--- src/design/hfc_pkg.sv ---
// hfc_pkg: shared types and constants of the harmonic feedforward correction block
// register indexes, configuration struct and queued item struct
// no dependencies
package hfc_pkg;

    localparam logic [2:0] REG_AMP_REF    = 3'd0;
    localparam logic [2:0] REG_PHASE_REF  = 3'd1;
    localparam logic [2:0] REG_PHASE_INC  = 3'd2;
    localparam logic [2:0] REG_LIMIT      = 3'd3;
    localparam logic [2:0] REG_ENABLE_X   = 3'd4;
    localparam logic [2:0] REG_ENABLE_Y   = 3'd5;
    localparam logic [2:0] REG_ACTIVE     = 3'd6;

    typedef struct packed {
        logic [15:0] amp_ref;
        logic [15:0] phase_ref;
        logic [15:0] phase_inc;
        logic [22:0] limit;
        logic        enable_x;
        logic        enable_y;
        logic [4:0]  active;
    } hfc_cfg_t;

    typedef struct packed {
        logic        is_load;
        logic [15:0] sample;
        logic        axis;
        logic [3:0]  idx;
        logic [15:0] amp;
        logic [15:0] phase;
    } hfc_item_t;

    typedef struct packed {
        logic      valid;
        hfc_item_t item;
    } hfc_head_t;

endpackage

--- src/design/hfc_front.sv ---
// hfc_front: accepts input items, classifies them and queues them for the back end
// depends on hfc_pkg
module hfc_front #(
    parameter int CORRECTORS = 16
) (
    input  logic              clk,
    input  logic              rst_n,
    input  logic              s_tvalid,
    output logic              s_tready,
    input  logic [55:0]       s_tdata,   // sample_value, axis_select, entry_index, entry_amplitude, entry_phase
    input  logic              s_tuser,   // command
    output hfc_pkg::hfc_head_t head,
    input  logic              pop
);
    import hfc_pkg::*;

    hfc_item_t  q_reg [2];
    logic       wptr_reg, wptr_next;
    logic       rptr_reg, rptr_next;
    logic [1:0] cnt_reg, cnt_next;
    hfc_item_t  in_item;
    logic       accept;
    logic       push;
    logic       do_pop;

    always_comb
    begin
        in_item.is_load = s_tuser;
        in_item.sample  = s_tdata[15:0];
        in_item.axis    = s_tdata[16];
        in_item.idx     = s_tdata[20:17];
        in_item.amp     = s_tdata[36:21];
        in_item.phase   = s_tdata[52:37];
    end

    assign s_tready = (cnt_reg != 2'd2);
    assign accept   = s_tvalid && s_tready;
    // loads beyond the table are dropped here
    assign push     = accept && !(in_item.is_load && (6'(in_item.idx) >= 6'(CORRECTORS)));
    assign do_pop   = pop && (cnt_reg != 2'd0);

    assign head.valid = (cnt_reg != 2'd0);
    assign head.item  = q_reg[rptr_reg];

    always_comb
    begin
        wptr_next = push ? ~wptr_reg : wptr_reg;
        rptr_next = do_pop ? ~rptr_reg : rptr_reg;
        cnt_next  = cnt_reg + {1'b0, push} - {1'b0, do_pop};
    end

    always_ff @(posedge clk or negedge rst_n)
    begin
        if (!rst_n)
        begin
            wptr_reg <= 1'b0;
            rptr_reg <= 1'b0;
            cnt_reg  <= 2'd0;
        end
        else
        begin
            wptr_reg <= wptr_next;
            rptr_reg <= rptr_next;
            cnt_reg  <= cnt_next;
        end
    end

    always_ff @(posedge clk)
    begin
        if (push)
        begin
            q_reg[wptr_reg] <= in_item;
        end
    end
endmodule

--- config.mk ---
export PLATFORM = sky130hd
export DESIGN_NAME = hfc_front
export DESIGN_NICKNAME = d
export VERILOG_FILES = /design/src/design/hfc_pkg.sv /design/src/design/hfc_front.sv
export SDC_FILE = /design/constraint.sdc
export NUM_CORES = 1
export LEC_CHECK = 0
export ABC_AREA = 1
export BUFFER_PORTS_ARGS = -buffer_cell sky130_fd_sc_hd__buf_2
export CAP_MARGIN = 20
export CORE_MARGIN = 2
export CORE_UTILIZATION = 46
export CTS_BUF_LIST = sky130_fd_sc_hd__clkbuf_8 sky130_fd_sc_hd__clkbuf_16
export CTS_CLUSTER_SIZE = 30
export DETAILED_ROUTE_END_ITERATION = 12
export PLACE_DENSITY = 0.83
export SYNTH_ARGS = -nofsm -noshare
export SYNTH_HDL_FRONTEND = slang
export SYNTH_SLANG_ARGS = --single-unit
--- constraint.sdc ---
create_clock -name clk -period 3.4 [get_ports clk]
set_clock_uncertainty 0.2 [all_clocks]
set_input_delay 0.68 -clock clk [delete_from_list [all_inputs] [get_ports clk]]
set_output_delay 0.68 -clock clk [all_outputs]
set_load 0.02 [all_outputs]
==> impl_metrics.tcl <==
set metrics [dict create \
    layout.nets 493 \
    synth_area_leader_cell "edfxtp_1" \
    synth_top_area_share 0.776 \
    setup_ws_ns 0.648 \
    wl_per_cell_um 13.8 \
    tns_ns 0 \
    io_pins 117 \
    post-cts-setup-buffers 0 \
    ctsResizeCount 0 \
    period_minus_slack_ns 2.75 \
    syn_nets 376 \
    leakage_uw 0.00221 \
    fp.dieArea_um2 9860 \
    worstMarginPinSlew_ns 0.928 \
    clkSlewWorstSetupHoldPaths_ns 0.10 \
    die_w_um 99.3 \
    seqCellArea_um2 3340 \
    cp_max_fo 55 \
    ant_nets 0 \
    initial_core_util 0.477 \
    cts.sinks 112 \
    wl_um 7510 \
    grt_util_met3 0.0471 \
    synth-seq-cells 112 \
    clock_latency_ns 0.36 \
    met2_usage 0.265 \
    cts-htree-levels 3 \
    status "finished, final reports clean" \
    finalMaxSlewViolations 0 \
    yosys-top-cells-area "edfxtp_1, nand2_1, dfrtp_1" \
    drc 0 \
    critPathCaptureType "primary output" \
    dp_slack_ns 0.995 \
    synth-seq-area-share 0.800 \
    root_buffer "clkbuf_8" \
    cp-start-kind "register" \
    rsz0062_at_grt "false" \
    dr.pass1.iters 4 \
    syn_avg_cell_area_um2 13.4 \
    arrival_ns 1.87 \
    synth.distinct_cells 11 \
    io_buffers 113 \
    r2r-start "cnt_reg[1]$_DFF_PN0_" \
    max_freq_ghz 0.363 \
    fill_cells 738 \
    hold_viol_final 0 \
    num_rows 34 \
    min_path_type "reg -> reg" \
    critical_path_class "reg -> out" \
    cts_buffer_depth 2 \
    dr_total_vias 2534 \
    hold_ws_ns 0.302 \
    gr-usage-met1 0.190 \
    dp_hpwl_um 4850 \
    grt_max_degree 56 \
    largest_reg_flops 108 \
    grt_pass1_wl_um 11700 \
    drive_gt1_frac 0.306 \
    cts_buffers 9 \
    cp_data_required_time_ns 2.52 \
    setup_viol 0 \
    antenna_found_initial 0 \
    post-route-period-util 0.809 \
    place_congestion 0.677 \
    grt_overflow 0 \
    reg2reg_slack_ns 1.30 \
    busiest_layer "met2" \
    grt_pass1_vias 2430 \
    syn_area_um2 4180 \
    powerDensity_nw_per_um2 872 \
    yosysWarnings 0 \
    drt-initial-drc-count 77 \
    netlist_instances 313 \
    cts_tree "yes" \
    crit_path_start "rptr_reg$_DFFE_PN0P_" \
    core_area_um2 8760 \
    slew_headroom 0.381 \
    diodes 0 \
    track_usage 0.155 \
    reg2reg_depth 4 \
    max_cap_violations 0 \
    worstReg2RegEnd "q_reg[1][17]$_DFFE_PP_" \
    crit_end "head[6]" \
    dieHeight_um 99.3 \
    syn2layout_area_growth_pct 20.4 \
    multi_input_area_um2 708 \
    peakVddDrop_mv 0.399 \
    via_per_inst 4.67 \
]
[critical path, cell delays in order (launching register included)]
cell	delay, ns
dfrtp_2	0.43
inv_2	0.67
nand2_1	0.11
nand2_1	0.12
buf_2	0.17
[cells by family (layout without fill, tap and decap cells)]
family,Yosys count,after routing,share of synthesized area
buf+inv,20,142,0.0323
fa+ha+maj,2,2,0.00599
simple gates,179,179,0.162
flops,112,112,0.800
[cell usage in the layout, fill, tap and decap left out]
master / n
clkinvlp_4: 1
buf_2: 113
buf_4: 1
ha_1: 2
dfrtp_1: 3
inv_2: 2
clkbuf_8: 9
dlygate4sd3_1: 1
inv_1: 8
clkinv_2: 1
edfxtp_1: 108
nand2_1: 175
nor2_4: 1
buf_12: 2
nand3_1: 3
dfrtp_2: 1
clkinv_1: 2
bufinv_16: 1
inv_6: 1
[per-stage QoR]
step / utilization / std cells / area [um2] / power, uW
floorplan: - / 313 / 4180 / 3150
global placement: 0.552 / 526 / 4830 / 3640
detailed placement: 0.552 / 526 / 4830 / 3700
CTS: 0.574 / 543 / 5030 / 4450
global route: 0.574 / 543 / 5030 / 4660
finish: 0.574 / 543 / 5030 / 4390
[final cells by class]
cell class,instances,area share
timing repair buffer,117,0.124
inverter,9,0.00671
clock buffer,9,0.0246
clock inverter,7,0.0124
multi-input combinational,181,0.141
tap,108,0.0269
sequential,112,0.665
[metal layers]
layer	vias up	part of all wire
met5	-	0
met4	0	0.0073
met3	8	0.064
met2	85	0.51
met1	1168	0.42
li1	1273	-
[synth_stat cells (all sizes together)]
| library cell | instances |
|---|---|
| dfrtp | 4 |
| clkbuf | 5 |
| inv | 9 |
| nor2 | 1 |
| edfxtp | 108 |
| nand2 | 175 |
| nand3 | 3 |
| ha | 2 |
| buf | 6 |
[report_power, final]
group	total [uW]	leakage (uW)	internal, uW	switching (uW)
Sequential	1960	0.00105	1880	78.0
Clock	758	0.0000959	335	423
Combinational	1670	0.00106	475	1200
Total	4390	0.00221	2690	1700
[repair_timing]
action / in CTS / in global routing
endpoints found under the hold margin: 4 / 0
hold buffers: 1 / 0
endpoints found under the setup margin: 0 / 0
[worst min path at each step]
stage	from	endpoint	slack, ns	cells past startpoint
after floorplan	rst_n	cnt_reg[0]$_DFF_PN0_	0.18	0
after global placement	wptr_reg$_DFFE_PN0N_	wptr_reg$_DFFE_PN0N_	0.25	2
after detailed placement	rst_n	cnt_reg[0]$_DFF_PN0_	0.29	1
after CTS	s_tdata[16]	q_reg[0][36]$_DFFE_PP_	0.28	1
after global routing	s_tdata[14]	q_reg[0][51]$_DFFE_PP_	0.27	1
final	wptr_reg$_DFFE_PN0N_	wptr_reg$_DFFE_PN0N_	0.30	2
(Power assumes the default switching activity.)
